==> src/hdl/fpsm_pkg.sv <==
`timescale 1ns / 1ps
`default_nettype none

package fpsm_pkg;

	typedef enum logic [1:0] {
		MODE_STOP   = 2'd0,
		MODE_FAST   = 2'd1,
		MODE_MEDIUM = 2'd2,
		MODE_SLOW   = 2'd3
	} mode_t;

	typedef struct packed {
		logic tach_pulse;
		logic button_press;
	} in_t;

	typedef struct packed {
		logic       fan_on;
		logic [1:0] speed_mode;
		logic [7:0] revs_per_second;
		logic       alarm;
		logic [1:0] bar_level;
	} out_t;

	// one processed tick as seen by the state blocks
	typedef struct packed {
		logic adv;
		logic tach;
		logic press;
	} tick_t;

	typedef struct packed {
		logic  running;
		logic  fan_on;
		mode_t speed_mode;
	} pwm_stat_t;

	localparam int CFG_IDX_W  = 3;
	localparam int CFG_DATA_W = 24;

	localparam logic [CFG_IDX_W-1:0] REG_PWM_PERIOD  = 3'd0;
	localparam logic [CFG_IDX_W-1:0] REG_GATE_TICKS  = 3'd1;
	localparam logic [CFG_IDX_W-1:0] REG_PULSES_REV  = 3'd2;
	localparam logic [CFG_IDX_W-1:0] REG_ALARM_RPS   = 3'd3;
	localparam logic [CFG_IDX_W-1:0] REG_BAR_LOW     = 3'd4;
	localparam logic [CFG_IDX_W-1:0] REG_BAR_MID     = 3'd5;
	localparam logic [CFG_IDX_W-1:0] REG_BAR_HIGH    = 3'd6;

	localparam logic [15:0] PWM_PERIOD_RST = 16'd3200;
	localparam logic [23:0] GATE_TICKS_RST = 24'd16000000;
	localparam logic [4:0]  PULSES_REV_RST = 5'd8;
	localparam logic [7:0]  ALARM_RPS_RST  = 8'd45;
	localparam logic [7:0]  BAR_LOW_RST    = 8'd18;
	localparam logic [7:0]  BAR_MID_RST    = 8'd27;
	localparam logic [7:0]  BAR_HIGH_RST   = 8'd40;

	// x/10 == (x * 838861) >> 23 for x < 2**22
	localparam int          RECIP10_SHIFT = 23;
	localparam logic [23:0] RECIP10       = 24'd838861;

	// tenths of the period for the given level (on = duty, off = 10 - duty)
	function automatic logic [3:0] phase_tenths(mode_t mode, logic level);
		logic [3:0] d;
		unique case (mode)
			MODE_FAST:   d = 4'd8;
			MODE_MEDIUM: d = 4'd5;
			MODE_SLOW:   d = 4'd3;
			MODE_STOP:   d = 4'd0;
		endcase
		return level ? d : 4'd10 - d;
	endfunction

	// tenths * RECIP10, so one multiply by the period gives period*tenths/10
	function automatic logic [23:0] phase_factor(logic [3:0] tenths);
		logic [23:0] f;
		unique case (tenths)
			4'd0:    f = 24'd0;
			4'd2:    f = 24'd1677722;
			4'd3:    f = 24'd2516583;
			4'd5:    f = 24'd4194305;
			4'd7:    f = 24'd5872027;
			4'd8:    f = 24'd6710888;
			4'd10:   f = 24'd8388610;
			default: f = 24'd0;
		endcase
		return f;
	endfunction

endpackage

`default_nettype wire

==> src/hdl/fpsm_pwm.sv <==
`timescale 1ns / 1ps
`default_nettype none

module fpsm_pwm (
	input  wire logic              clk,
	input  wire logic              arst_n,
	input  wire fpsm_pkg::tick_t   tick,
	input  wire logic [15:0]       pwm_period,
	output fpsm_pkg::pwm_stat_t    stat
);

	fpsm_pkg::mode_t mode_q, mode_d, sel_mode;
	logic            level_q, level_d, sel_level;
	logic [15:0]     pc_q, pc_d, pc_inc;
	logic [15:0]     pl_q, pl_d, phase_len;
	logic [39:0]     phase_prod;
	logic            load;

	assign phase_prod = 40'(pwm_period) * 40'(fpsm_pkg::phase_factor(
		fpsm_pkg::phase_tenths(sel_mode, sel_level)));
	assign phase_len  = phase_prod[fpsm_pkg::RECIP10_SHIFT +: 16];
	assign pc_inc     = pc_q + 16'd1;

	always_comb begin
		mode_d    = mode_q;
		level_d   = level_q;
		pc_d      = pc_q;
		sel_mode  = mode_q;
		sel_level = level_q;
		load      = 1'b0;
		if (tick.adv) begin
			if (tick.press) begin
				unique case (mode_q)
					fpsm_pkg::MODE_STOP:   mode_d = fpsm_pkg::MODE_FAST;
					fpsm_pkg::MODE_FAST:   mode_d = fpsm_pkg::MODE_MEDIUM;
					fpsm_pkg::MODE_MEDIUM: mode_d = fpsm_pkg::MODE_SLOW;
					fpsm_pkg::MODE_SLOW:   mode_d = fpsm_pkg::MODE_FAST;
				endcase
				pc_d     = '0;
				sel_mode = mode_d;
				load     = 1'b1;
			end else if (mode_q != fpsm_pkg::MODE_STOP) begin
				if (pc_inc >= pl_q) begin
					level_d   = ~level_q;
					pc_d      = '0;
					sel_level = level_d;
					load      = 1'b1;
				end else begin
					pc_d = pc_inc;
				end
			end
		end
		pl_d = load ? phase_len : pl_q;
	end

	always_ff @(posedge clk or negedge arst_n) begin
		if (!arst_n) begin
			mode_q  <= fpsm_pkg::MODE_STOP;
			level_q <= 1'b0;
			pc_q    <= '0;
			pl_q    <= fpsm_pkg::PWM_PERIOD_RST;
		end else begin
			mode_q  <= mode_d;
			level_q <= level_d;
			pc_q    <= pc_d;
			pl_q    <= pl_d;
		end
	end

	// running reflects the mode before this tick; the rest are post-tick values
	assign stat.running    = (mode_q != fpsm_pkg::MODE_STOP);
	assign stat.fan_on     = level_d;
	assign stat.speed_mode = mode_d;

endmodule

`default_nettype wire

==> src/hdl/fpsm_gate.sv <==
`timescale 1ns / 1ps
`default_nettype none

module fpsm_gate (
	input  wire logic            clk,
	input  wire logic            arst_n,
	input  wire fpsm_pkg::tick_t tick,
	input  wire logic            running,
	input  wire logic [23:0]     gate_ticks,
	input  wire logic [4:0]      pulses_per_rev,
	output logic [7:0]           speed
);

	logic [3:0]  presc_q, presc_d;
	logic [4:0]  presc_inc, ppr;
	logic [7:0]  rev_q, rev_d, rev_t;
	logic [23:0] gate_q, gate_d, gate_inc, gate_eff;
	logic [7:0]  speed_q, speed_d;

	always_comb begin
		priority if (pulses_per_rev == 5'd0) ppr = 5'd1;
		else if (pulses_per_rev > 5'd16)     ppr = 5'd16;
		else                                 ppr = pulses_per_rev;
	end

	assign gate_eff  = (gate_ticks == '0) ? 24'd1 : gate_ticks;
	assign presc_inc = {1'b0, presc_q} + 5'd1;
	assign gate_inc  = gate_q + 24'd1;

	always_comb begin
		presc_d = presc_q;
		rev_t   = rev_q;
		gate_d  = gate_q;
		speed_d = speed_q;
		if (tick.adv && tick.tach) begin
			if (presc_inc >= ppr) begin
				presc_d = '0;
				rev_t   = (rev_q == 8'hFF) ? rev_q : rev_q + 8'd1;
			end else begin
				presc_d = presc_inc[3:0];
			end
		end
		rev_d = rev_t;
		if (tick.adv) begin
			if (tick.press) begin
				gate_d = '0;
			end else if (running) begin
				if (gate_inc >= gate_eff) begin
					gate_d  = '0;
					speed_d = rev_t;
					rev_d   = '0;
				end else begin
					gate_d = gate_inc;
				end
			end
		end
	end

	always_ff @(posedge clk or negedge arst_n) begin
		if (!arst_n) begin
			presc_q <= '0;
			rev_q   <= '0;
			gate_q  <= '0;
			speed_q <= '0;
		end else begin
			presc_q <= presc_d;
			rev_q   <= rev_d;
			gate_q  <= gate_d;
			speed_q <= speed_d;
		end
	end

	assign speed = speed_d;

endmodule

`default_nettype wire

==> src/hdl/fan_pwm_speed_mode_controller.sv <==
`timescale 1ns / 1ps
`default_nettype none

// Fan PWM speed-mode controller.
// Input channel (in_valid/in_ready/in_data): one transaction per timer tick,
// carrying a tach pulse flag and a mode button flag.
// Output channel (out_valid/out_ready/out_data): one transaction per input,
// with fan drive level, speed mode, latched rev/s, alarm and bar level.
// Configuration: cfg_we/cfg_index/cfg_data write one register per clock;
// change them only while no transaction is in flight.
// Pipeline: input register, then result register; the result is valid once it
// reaches the result register and stays there until out_ready takes it.
// Throughput: one tick per cycle while out_ready is high; the whole state update
// sits between the two registers, with one 16x24 multiply for phase length.
// Reset: mode stopped, fan off, all counters clear, registers at defaults.
// When the receiver stalls, the result register holds and the input
// register takes one more tick; in_ready drops once both are full.
module fan_pwm_speed_mode_controller (
	input  wire logic                              clk,
	input  wire logic                              arst_n,
	input  wire logic                              in_valid,
	output logic                                   in_ready,
	input  wire fpsm_pkg::in_t                     in_data,
	output logic                                   out_valid,
	input  wire logic                              out_ready,
	output fpsm_pkg::out_t                         out_data,
	input  wire logic                              cfg_we,
	input  wire logic [fpsm_pkg::CFG_IDX_W-1:0]    cfg_index,
	input  wire logic [fpsm_pkg::CFG_DATA_W-1:0]   cfg_data
);

	logic [15:0] pwm_period_q;
	logic [23:0] gate_ticks_q;
	logic [4:0]  pulses_rev_q;
	logic [7:0]  alarm_rps_q, bar_low_q, bar_mid_q, bar_high_q;

	logic                valid_s1, valid_s2, s1_adv;
	fpsm_pkg::in_t       in_s1;
	fpsm_pkg::out_t      res_s2, res_d;
	fpsm_pkg::tick_t     tick;
	fpsm_pkg::pwm_stat_t pstat;
	logic [7:0]          speed;

	always_ff @(posedge clk or negedge arst_n) begin
		if (!arst_n) begin
			pwm_period_q <= fpsm_pkg::PWM_PERIOD_RST;
			gate_ticks_q <= fpsm_pkg::GATE_TICKS_RST;
			pulses_rev_q <= fpsm_pkg::PULSES_REV_RST;
			alarm_rps_q  <= fpsm_pkg::ALARM_RPS_RST;
			bar_low_q    <= fpsm_pkg::BAR_LOW_RST;
			bar_mid_q    <= fpsm_pkg::BAR_MID_RST;
			bar_high_q   <= fpsm_pkg::BAR_HIGH_RST;
		end else if (cfg_we) begin
			unique case (cfg_index)
				fpsm_pkg::REG_PWM_PERIOD: pwm_period_q <= cfg_data[15:0];
				fpsm_pkg::REG_GATE_TICKS: gate_ticks_q <= cfg_data[23:0];
				fpsm_pkg::REG_PULSES_REV: pulses_rev_q <= cfg_data[4:0];
				fpsm_pkg::REG_ALARM_RPS:  alarm_rps_q  <= cfg_data[7:0];
				fpsm_pkg::REG_BAR_LOW:    bar_low_q    <= cfg_data[7:0];
				fpsm_pkg::REG_BAR_MID:    bar_mid_q    <= cfg_data[7:0];
				fpsm_pkg::REG_BAR_HIGH:   bar_high_q   <= cfg_data[7:0];
				default: ;
			endcase
		end
	end

	assign s1_adv   = valid_s1 && (!valid_s2 || out_ready);
	assign in_ready = !valid_s1 || s1_adv;

	always_ff @(posedge clk or negedge arst_n) begin
		if (!arst_n) begin
			valid_s1 <= 1'b0;
			valid_s2 <= 1'b0;
		end else begin
			if (in_valid && in_ready) valid_s1 <= 1'b1;
			else if (s1_adv)          valid_s1 <= 1'b0;
			if (s1_adv)               valid_s2 <= 1'b1;
			else if (out_ready)       valid_s2 <= 1'b0;
		end
	end

	always_ff @(posedge clk) begin
		if (in_valid && in_ready) in_s1 <= in_data;
		if (s1_adv)               res_s2 <= res_d;
	end

	assign tick.adv   = s1_adv;
	assign tick.tach  = in_s1.tach_pulse;
	assign tick.press = in_s1.button_press;

	fpsm_pwm u_pwm (
		.clk        (clk),
		.arst_n     (arst_n),
		.tick       (tick),
		.pwm_period (pwm_period_q),
		.stat       (pstat)
	);

	fpsm_gate u_gate (
		.clk            (clk),
		.arst_n         (arst_n),
		.tick           (tick),
		.running        (pstat.running),
		.gate_ticks     (gate_ticks_q),
		.pulses_per_rev (pulses_rev_q),
		.speed          (speed)
	);

	always_comb begin
		res_d.fan_on          = pstat.fan_on;
		res_d.speed_mode      = pstat.speed_mode;
		res_d.revs_per_second = speed;
		res_d.alarm           = (pstat.speed_mode != fpsm_pkg::MODE_STOP) &&
			(speed >= alarm_rps_q);
		priority if (speed < bar_low_q) res_d.bar_level = 2'd1;
		else if (speed < bar_mid_q)     res_d.bar_level = 2'd2;
		else if (speed < bar_high_q)    res_d.bar_level = 2'd3;
		else                            res_d.bar_level = 2'd0;
	end

	assign out_valid = valid_s2;
	assign out_data  = res_s2;

endmodule

`default_nettype wire

==> config.mk <==
export PLATFORM = sky130hd
export DESIGN_NAME = fan_pwm_speed_mode_controller
export DESIGN_NICKNAME = d
export VERILOG_FILES = /design/src/hdl/fpsm_pkg.sv /design/src/hdl/fpsm_pwm.sv /design/src/hdl/fpsm_gate.sv /design/src/hdl/fan_pwm_speed_mode_controller.sv
export SDC_FILE = /design/constraint.sdc
export NUM_CORES = 1
export LEC_CHECK = 0
export BUFFER_PORTS_ARGS = -buffer_cell sky130_fd_sc_hd__buf_4
export CELL_PAD_IN_SITES_DETAIL_PLACEMENT = 0
export CELL_PAD_IN_SITES_GLOBAL_PLACEMENT = 1
export CORE_MARGIN = 3
export CORE_UTILIZATION = 55
export CTS_CLUSTER_SIZE = 25
export DETAILED_ROUTE_END_ITERATION = 8
export GPL_TIMING_DRIVEN = 0
export MAX_ROUTING_LAYER = met4
export PLACE_DENSITY = 0.94
export REMOVE_ABC_BUFFERS = 1
export SETUP_SLACK_MARGIN = 0.05
export SYNTH_ARGS = -nofsm -noshare
export SYNTH_HDL_FRONTEND = slang
export SYNTH_SLANG_ARGS = --single-unit
==> constraint.sdc <==
create_clock -name clk -period 29.7 [get_ports clk]
set_input_delay 4.455 -clock clk [delete_from_list [all_inputs] [get_ports clk]]
set_output_delay 4.455 -clock clk [all_outputs]
set_load 0.02 [all_outputs]
==> results of run 1 <==
-- flip-flops by register name, summed over array words and instances, names as in the netlist, 2 cells and up --
register,flops
u_pwm.pl_q,16
pwm_period_q,16
u_gate.gate_q,24
bar_low_q,8
gate_ticks_q,24
bar_high_q,8
alarm_rps_q,8
u_gate.presc_q,4
in_s1,2
u_pwm.pc_q,16
u_gate.speed_q,8
bar_mid_q,8
u_gate.rev_q,8
out_data,14
u_pwm.mode_q,2
pulses_rev_q,5
-- worst reg2reg max path: cells and delay by family, from the launching register on --
| kind | cells | cell delay, ns |
|---|---|---|
| XOR/XNOR | 3 | 1.11 |
| AO/OA/AOI/OAI | 8 | 3.44 |
| flip-flops | 1 | 0.44 |
| buffers and inverters | 3 | 0.18 |
| AND/OR/NAND/NOR | 13 | 3.00 |
| adder cells (fa/ha/maj) | 8 | 3.62 |
-- how the worst min path moves through the flow --
| stage | from | to | slack, ns | depth (start not counted) |
|---|---|---|---|---|
| finish | u_pwm.pl_q[1] | u_pwm.pl_q[1] | 0.49 | 2 |
| global route | alarm_rps_q[6] | alarm_rps_q[6] | 0.52 | 1 |
| CTS | u_pwm.pl_q[1] | u_pwm.pl_q[1] | 0.50 | 2 |
| detailed placement | u_pwm.pl_q[1] | u_pwm.pl_q[1] | 0.48 | 2 |
| global placement | u_pwm.pl_q[2] | u_pwm.pl_q[2] | 0.47 | 2 |
| floorplan | u_pwm.pl_q[12] | u_pwm.pl_q[12] | 0.45 | 2 |
-- metal layers --
metal / track usage [%] / vias to the layer above
met3: 3.628 / 74
met4: 7.186 / 0
met2: 43.65 / 367
met5: - / -
met1: 32.65 / 6685
li1: - / 6308
-- metrics by stage --
step	utilization [%]	std cells	area, µm²
2_1_floorplan	-	1878	18080
3_3_place_gp	58.26	2369	19000
3_5_place_dp	58.83	2379	19190
4_1_cts	60.55	2411	19750
5_1_grt	60.58	2412	19760
6_report	60.58	2412	19760
-- synth_stat cells, types with 3 or more instances --
master and number:
nor3_1 17, o41ai_1 3, nand4_1 19, o211ai_1 10, or3_1 8, mux2i_1 4
a211oi_1 7, clkbuf_1 47, o21ai_0 96, nand2b_1 25, and2_1 58, nor4_1 10
o21a_1 6, inv_1 414, nand3_1 43, mux2_2 49, nor2_1 68, dfstp_2 26
and3_1 21, o2111ai_1 5, nand2_1 158, nand4b_1 3, a31oi_1 9, dfrtp_1 132
or4_1 4, a21o_1 38, fa_1 213, o31ai_1 14, edfxtp_1 16, and4_1 6
a221oi_1 4, o21bai_1 8, xnor2_1 32, xor2_1 21, a21oi_1 58, nor2b_1 22
a211o_1 6, or2_2 3, ha_1 189, a22o_1 20
-- final cells by class --
type	count	area (µm²)	share of cell area, %
repair buffers	60	529.3	2.678
clock inverters	13	130.1	0.6585
multi-input cells	1288	12090	61.17
clock buffers	19	432.9	2.191
well taps	442	553.0	2.799
flip-flops and latches	174	4467	22.60
inverters	416	1562	7.902
-- layout by cell type, fill, tap and decap left out, types with 5 or more instances in the layout --
cell type  instances
inv_1            414
fa_1             213
ha_1             189
nand2_1          158
dfrtp_1          132
o21ai_0           96
nor2_1            67
a21oi_1           58
and2_1            58
mux2_2            49
buf_4             49
nand3_1           43
a21o_1            38
xnor2_1           32
dfstp_2           26
nand2b_1          25
nor2b_1           22
and3_1            21
xor2_1            21
a22o_1            20
nand4_1           19
clkbuf_16         17
edfxtp_1          16
nor3_1            15
o31ai_1           14
o211ai_1          10
nor4_1            10
a31oi_1            9
o21bai_1           8
or3_1              8
a211o_1            6
a211oi_1           6
and4_1             6
o21a_1             6
inv_6              6
o2111ai_1          5
buf_6              5
-- cells by family (layout without fill, tap and decap cells) --
| kind of cell | Yosys count | in the layout | share of synthesized area (%) |
|---|---|---|---|
| fa+ha+maj | 402 | 402 | 36.28 |
| xor+xnor | 53 | 53 | 2.540 |
| mux | 53 | 53 | 3.239 |
| compound gates | 308 | 308 | 10.98 |
| flops | 174 | 174 | 24.45 |
| buf+inv | 466 | 508 | 9.586 |
| simple gates | 472 | 472 | 12.93 |
==> flow_summary.yaml, run 1 <==
outcome:
  status: "finished, final reports clean"
detailed_routing:
  drc: 0
  route.detailed.wl_per_inst_um: 17.16
  wl_met3_mm: 2.187
  wl_met2_mm: 20.29
  routed_via_density: 5.570
  first_pass_iters: 5
  wl_met1_mm: 17.77
  drtAntennaViolNets: 0
  vias: 13430
  highest_layer: "met4"
  first_iter_violations: 815
  wl_mm: 41.40
timing:
  drv_slew: 0
  rsz0062_at_grt: "false"
  finalSetupViolCount: 0
  fmax_mhz: 69.85
  fin_crit_sh_pct: 48.21
  clock_skew_ns: 0.009966
  finalHoldViolCount: 0
  whs_ns: 0.4905
  fin_setup_tns_ns: 0
  relSlewSlack_pct: 9.582
  tightest_slew_ns: 1.356
  period_needed_ns: 14.32
  timing.final.ws_setup_ns: 15.38
place:
  dpl.hpwl_mm: 33.78
  post-place-ws_ns: 15.07
  gp_congestion: 0.9298
  port_buffers: 49
setup_path:
  r2r-start: "u_pwm.pc_q[2]"
  r2r_cells: 35
  start_kind: "input port"
  cp_slowest_cell: "a21oi_1"
  cp-endpoint: "u_pwm.pl_q[11]"
  crit_start: "out_ready"
  cp_slowest_stage_delay_ns: 1.05
  crit_cells: 29
  r2r-end: "u_pwm.pl_q[11]"
  path_class: "in -> reg"
  crit_buf_inv: 5
  worstPathRequired_ns: 30.06
  cpMostUsedCell: "fa_1"
  crit_path_end_kind: "flip-flop"
  arrival_ns: 14.67
  critPathTopFamily: "adder cells"
  reg2reg_slack_ns: 17.79
  crit_fanout: 23
synth:
  synth.area.top_cells: "fa_1 23%, dfrtp_1 18%, ha_1 13%"
  synthDistinctLibCells: 67
  synthesis.area_um2: 18270
  avgSynthCellArea_um2: 9.477
  synth_cells: 1928
  yosys.area.top_type_share_pct: 23.34
  ys_ff_latch: 174
  synth_edf_count: 16
  yosys.area.top_type: "fa_1"
  async_flop_share_pct: 90.80
  ys.flop_type: "dfrtp_1"
  ys_seq_area_share_pct: 24.45
  ys_warn_count: 0
global_routing:
  grt-ovfl-total: 0
  antenna_found_initial: 0
  grt_pass1_vias: 14190
  grt_pass1_wl_mm: 70.93
  grtUsageTotal_pct: 25.77
  grt_max_degree: 119
die:
  initial_utilization_pct: 56.02
  core_area_um2: 32620
  fp.dieW_um: 188.3
  die_y_um: 188.3
  die-area_um2: 35450
  ios: 50
  rows: 66
clocking:
  htreeDepth: 4
  cts_root_buf: "clkbuf_16"
  clkSinkCount: 174
  cts_setup_buffers: 0
  clock_latency_ns: 0.44
  cts_tree: "yes"
  cts_buffers: 17
  cts_resized: 0
  cts_hold_buffers: 0
  clk_pin_slew_worst_paths_ns: 0.07
  clockBufferDepth: 2
job:
  drv_cap: 0
finish:
  final_layout_size_suffix_gt1_share_pct: 9.239
  fillers: 2770
  nets: 2393
  layout-area-overhead-vs-synth_pct: 8.149
  diodes: 0
worst_hold_path:
  hp-class: "reg -> reg"
Power of run 1 is left out: the tool's default activity adds up to more than one toggle a clock period on the data nets, which glitch-free logic cannot reach.
==> inputs of run 2 (changes only) <==
--- a/config.mk
+++ b/config.mk
@@ -5,16 +5,17 @@
 export SDC_FILE = /design/constraint.sdc
 export NUM_CORES = 1
 export LEC_CHECK = 0
+export ABC_AREA = 1
 export BUFFER_PORTS_ARGS = -buffer_cell sky130_fd_sc_hd__buf_4
 export CELL_PAD_IN_SITES_DETAIL_PLACEMENT = 0
 export CELL_PAD_IN_SITES_GLOBAL_PLACEMENT = 1
 export CORE_MARGIN = 3
-export CORE_UTILIZATION = 55
+export CORE_UTILIZATION = 45
 export CTS_CLUSTER_SIZE = 25
 export DETAILED_ROUTE_END_ITERATION = 8
 export GPL_TIMING_DRIVEN = 0
 export MAX_ROUTING_LAYER = met4
-export PLACE_DENSITY = 0.94
+export PLACE_DENSITY = 0.85
 export REMOVE_ABC_BUFFERS = 1
 export SETUP_SLACK_MARGIN = 0.05
 export SYNTH_ARGS = -nofsm -noshare
==> constraint.sdc (replaced) <==
create_clock -name clk -period 12.1 [get_ports clk]
set_input_delay 1.815 -clock clk [delete_from_list [all_inputs] [get_ports clk]]
set_output_delay 1.815 -clock clk [all_outputs]
set_load 0.02 [all_outputs]
==> flow_summary.yaml, run 2 <==
timing:
  fmax_mhz: 97.73
  fin_crit_sh_pct: 84.56
  clock_skew_ns: 0.01218
  drv_slew: 0
  finalHoldViolCount: 0
  whs_ns: 0.4743
  timing.final.ws_setup_ns: 1.868
  fin_setup_tns_ns: 0
  relSlewSlack_pct: 15.53
  rsz0062_at_grt: "false"
  tightest_slew_ns: 1.260
  finalSetupViolCount: 0
  period_needed_ns: 10.23
detailed_routing:
  wl_met2_mm: 21.58
  drtAntennaViolNets: 0
  first_iter_violations: 935
  routed_via_density: 5.033
  wl_met1_mm: 21.70
  highest_layer: "met4"
  drc: 0
  wl_met3_mm: 2.589
  vias: 14170
  route.detailed.wl_per_inst_um: 16.59
  wl_mm: 46.72
  first_pass_iters: 5
setup_path:
  start_kind: "flip-flop"
  cp_slowest_stage_delay_ns: 0.57
  crit_start: "u_pwm.pc_q[0]"
  crit_buf_inv: 11
  r2r-start: "u_pwm.pc_q[0]"
  critPathTopFamily: "adder cells"
  path_class: "reg -> reg"
  cpMostUsedCell: "inv_1"
  crit_path_end_kind: "flip-flop"
  cp_slowest_cell: "fa_1"
  worstPathRequired_ns: 12.42
  crit_fanout: 14
  arrival_ns: 10.55
place:
  dpl.hpwl_mm: 38.84
  port_buffers: 49
  post-place-ws_ns: 1.526
  gp_congestion: 0.9764
die:
  fp.dieW_um: 209.5
  die-area_um2: 43900
  core_area_um2: 40280
  rows: 73
  die_y_um: 209.5
  ios: 50
  initial_utilization_pct: 46.27
synth:
  synthMostInstantiatedCell: "inv_1"
  synth.area.top_cells: "fa_1 23%, dfrtp_1 18%, ha_1 13%"
  ys_warn_count: 0
  ys_ff_latch: 174
  synthDistinctLibCells: 59
  yosys.area.top_type: "fa_1"
  ys.flop_type: "dfrtp_1"
  async_flop_share_pct: 90.80
  ys_seq_area_share_pct: 23.96
  yosys.area.top_type_share_pct: 22.88
  synthesis.area_um2: 18640
  synth_commonest_cells: "588 x inv_1, 364 x nand2_1, 213 x fa_1, 189 x ha_1, 155 x nor2_1"
  avgSynthCellArea_um2: 8.343
  synth_edf_count: 16
  synth_cells: 2234
worst_hold_path:
  hp-class: "reg -> reg"
  min_from: "u_pwm.pl_q[11]"
finish:
  diodes: 0
  utilization_pct: 50.32
  mostFrequentLayoutCell: "inv_1"
  layout-area-overhead-vs-synth_pct: 8.747
  mostFrequentLayoutCells: "588 x inv_1, 363 x nand2_1, 213 x fa_1"
  fillers: 3848
  nets: 2714
  reg_top3: "gate_ticks_q (24), u_gate.gate_q (24)"
  final_layout_size_suffix_gt1_share_pct: 8.075
outcome:
  status: "finished, final reports clean"
global_routing:
  grt_max_degree: 119
  grt_pass1_wl_mm: 77.90
  grtUsageTotal_pct: 23.01
  grt_pass1_vias: 14890
  grt-ovfl-total: 0
  antenna_found_initial: 0
clocking:
  cts_setup_buffers: 0
  cts_buffers: 17
  clkSinkCount: 174
  clk_pin_slew_worst_paths_ns: 0.07
  clockBufferDepth: 2
  cts_hold_buffers: 0
  cts_tree: "yes"
  cts_resized: 0
  clock_latency_ns: 0.45
  htreeDepth: 4
  cts_root_buf: "clkbuf_16"
job:
  drv_cap: 0
run 2: cell types whose count changed after synthesis, sizes merged, moves of 42 or more:
cell   previous run  this run
o21ai            97       139
mux2             49         0
nand2           158       374
and2             58         0
inv             414       612
nor2             68       175
run 2: tightest hold or removal path: stages, from the launching register on:
cell and delay, ns:
dfstp_2 0.37, nand2_1 0.05, nand2_1 0.05
run 2: kinds of logic (layout without fill, tap and decap cells):
logic type / Yosys count / count (layout) / synth area share, %
buffers and inverters: 640 / 697 / 12.95
adder cells (fa/ha/maj): 402 / 402 / 35.56
XOR/XNOR: 49 / 49 / 2.303
AO/OA/AOI/OAI: 295 / 295 / 9.096
flip-flops: 174 / 174 / 23.96
AND/OR/NAND/NOR: 674 / 674 / 16.12
run 2: worst paths after layout:
path | endpoint | slack [ns] | depth (start not counted)
hold / removal | u_pwm.pl_q[11] | 0.47 | 2
setup / recovery | u_pwm.pl_q[15] | 1.87 | 49
hold reg to reg | u_pwm.pl_q[11] | 0.47 | 2
min in group asynchronous | pwm_period_q[8] | 1.23 | 1
setup reg to reg | u_pwm.pl_q[15] | 1.87 | 49
max in group asynchronous | u_pwm.mode_q[1] | 9.94 | 2
run 2: through the flow:
stage,std cells,area [µm²]
6_report,2816,20270
4_1_cts,2816,20270
3_3_place_gp,2781,19550
5_1_grt,2816,20270
3_5_place_dp,2784,19650
2_1_floorplan,2207,18530
run 2: final cells by class:
class / count / area [µm²] / share of cell area [%]
clock buffers: 22 / 539.3 / 2.660
multi-input cells: 1420 / 11780 / 58.10
flip-flops and latches: 174 / 4467 / 22.04
clock inverters: 10 / 83.83 / 0.4136
well taps: 525 / 656.9 / 3.241
repair buffers: 52 / 441.7 / 2.179
inverters: 613 / 2303 / 11.36
run 2: metal layers:
layer | global-route usage, % | vias up
li1 | - | 6940
met1 | 31.91 | 6885
met2 | 35.65 | 295
met3 | 4.185 | 52
met4 | 4.942 | 0
met5 | - | -
Power of run 2 is left out for the same reason.
==> inputs of run 3 (changes only) <==
--- a/config.mk
+++ b/config.mk
@@ -5,17 +5,17 @@
 export SDC_FILE = /design/constraint.sdc
 export NUM_CORES = 1
 export LEC_CHECK = 0
-export ABC_AREA = 1
+export ABC_AREA = 0
 export BUFFER_PORTS_ARGS = -buffer_cell sky130_fd_sc_hd__buf_4
 export CELL_PAD_IN_SITES_DETAIL_PLACEMENT = 0
 export CELL_PAD_IN_SITES_GLOBAL_PLACEMENT = 1
 export CORE_MARGIN = 3
-export CORE_UTILIZATION = 45
+export CORE_UTILIZATION = 46
 export CTS_CLUSTER_SIZE = 25
 export DETAILED_ROUTE_END_ITERATION = 8
 export GPL_TIMING_DRIVEN = 0
 export MAX_ROUTING_LAYER = met4
-export PLACE_DENSITY = 0.85
+export PLACE_DENSITY = 0.84
 export REMOVE_ABC_BUFFERS = 1
 export SETUP_SLACK_MARGIN = 0.05
 export SYNTH_ARGS = -nofsm -noshare
==> constraint.sdc (replaced) <==
create_clock -name clk -period 8.69 [get_ports clk]
set_input_delay 1.3035 -clock clk [delete_from_list [all_inputs] [get_ports clk]]
set_output_delay 1.3035 -clock clk [all_outputs]
set_load 0.02 [all_outputs]
==> flow_summary.yaml, run 3 (synthesized netlist as in run 1, its figures left out) <==
outcome:
  status: "finished with violations"
  violations: "negative setup slack"
clocking:
  clockBufferDepth: 2
  clock_latency_ns: 0.46
  htreeDepth: 4
  cts_tree: "yes"
  cts_root_buf: "clkbuf_16"
  cts_buffers: 17
  clkSinkCount: 174
  cts_hold_buffers: 0
  clk_pin_slew_worst_paths_ns: 0.08
timing:
  finalHoldViolCount: 0
  fmax_mhz: 102.7
  finalSetupViolCount: 16
  period_needed_ns: 9.737
  fin_crit_sh_pct: 112.0
  whs_ns: 0.4957
  timing.final.ws_setup_ns: -1.047
  relSlewSlack_pct: 14.17
  rsz0062_at_grt: "true"
  drv_slew: 0
  tightest_slew_ns: 1.283
  clock_skew_ns: 0.01355
setup_path:
  cp_slowest_stage_delay_ns: 0.55
  critPathTopFamily: "adder cells"
  crit_fanout: 4
  cp_slowest_cell: "fa_1"
  arrival_ns: 10.11
  start_kind: "flip-flop"
  worstPathRequired_ns: 9.06
  cpMostUsedCell: "fa_1"
  crit_cells: 40
  crit_path_end_kind: "flip-flop"
  crit_buf_inv: 7
  path_class: "reg -> reg"
  r2r_cells: 40
finish:
  diodes: 0
  design_area_um2: 21360
  final_layout_size_suffix_gt1_share_pct: 19.55
  mostFrequentLayoutCell: "inv_1"
  nets: 2459
  mostFrequentLayoutCells: "383 x inv_1, 191 x fa_1, 175 x ha_1"
  reg_top3: "gate_ticks_q (24), u_gate.gate_q (24)"
  layout-area-overhead-vs-synth_pct: 16.87
die:
  die_y_um: 205.3
  initial_utilization_pct: 46.95
  ios: 50
  core_area_um2: 38920
  rows: 72
  fp.dieW_um: 205.3
  die-area_um2: 42150
detailed_routing:
  first_pass_iters: 6
  vias: 13710
  wl_met3_mm: 1.848
  drtAntennaViolNets: 0
  wl_met2_mm: 21.61
  highest_layer: "met4"
  wl_met1_mm: 19.76
  first_iter_violations: 864
  route.detailed.wl_per_inst_um: 17.48
  wl_mm: 44.65
  drc: 0
  routed_via_density: 5.368
global_routing:
  grtUsageTotal_pct: 23.08
  grt-ovfl-total: 0
  grt_pass1_wl_mm: 74.42
  grt_pass1_vias: 14400
  grt_max_degree: 102
  antenna_found_initial: 0
job:
  drv_cap: 0
worst_hold_path:
  hold_path_depth: 2
  hp-class: "reg -> reg"
place:
  dpl_cell_area_um2: 19260
  dpl.hpwl_mm: 34.52
  port_buffers: 49
  gp_congestion: 0.9404
[run 3: changes by cell type in the layout (fill, tap and decap cells not counted), moves of 38 or more]
cell,previous run,this run
a21oi_1,85,47
and2_1,0,46
nand2_1,363,151
mux2_2,0,49
o21ai_0,126,84
nor2_1,155,61
buf_4,48,103
inv_1,588,383
[run 3: final cells by class]
| cell class | count | area, µm² |
|---|---|---|
| Fill cell | 3439 | 17560 |
| Multi-Input combinational cell | 1288 | 12900 |
| Sequential cell | 174 | 4469 |
| Inverter | 416 | 1564 |
| Timing Repair Buffer | 126 | 1132 |
| Tap cell | 518 | 648.1 |
| Clock buffer | 17 | 425.4 |
| Clock inverter | 15 | 216.5 |
[run 3: metal layers]
layer	up-vias	track usage (%)
met5	-	-
met2	301	37.37
li1	6461	-
met1	6869	30.11
met3	80	3.212
met4	0	7.713
[run 3: per-stage QoR]
stage / util [%] / setup TNS [ns] / instances / worst slack [ns]
global route: 54.87 / -18.91 / 2554 / -1.398
finish: 54.87 / -13.78 / 2554 / -1.047
CTS: 54.30 / -13.90 / 2543 / -1.054
detailed placement: 49.49 / -45.36 / 2453 / -3.148
floorplan: - / -20.05 / 1878 / -1.580
global placement: 49.07 / -50.03 / 2445 / -3.432
[run 3: worst reg2reg max path, delay by kind of cell (launching register included)]
family | cells | cell delay (ns)
AO/OA/AOI/OAI | 10 | 1.78
XOR/XNOR | 2 | 0.34
adder cells (fa/ha/maj) | 8 | 3.63
buffers and inverters | 7 | 0.63
flip-flops | 1 | 0.39
AND/OR/NAND/NOR | 13 | 2.91
[run 3: timing repair]
| item | in CTS | in global routing |
|---|---|---|
| buffers inserted | 56 | 12 |
| endpoints found under the setup margin | 16 | 16 |
| gates cloned | 2 | 0 |
| resized for setup | 170 | 49 |
| pin swaps | 111 | 52 |
[run 3: worst paths after layout]
kind / to / from / slack, ns
worst max-delay path: u_pwm.pl_q[9] / u_pwm.pc_q[3] / -1.05
worst min-delay path: u_pwm.pl_q[1] / u_pwm.pl_q[1] / 0.50
worst max register to register: u_pwm.pl_q[9] / u_pwm.pc_q[3] / -1.05
worst min register to register: u_pwm.pl_q[1] / u_pwm.pl_q[1] / 0.50
max in group asynchronous: u_pwm.pc_q[2] / arst_n / 7.02
min in group asynchronous: u_gate.speed_q[1] / arst_n / 0.76
Power of run 3 is left out for the same reason.
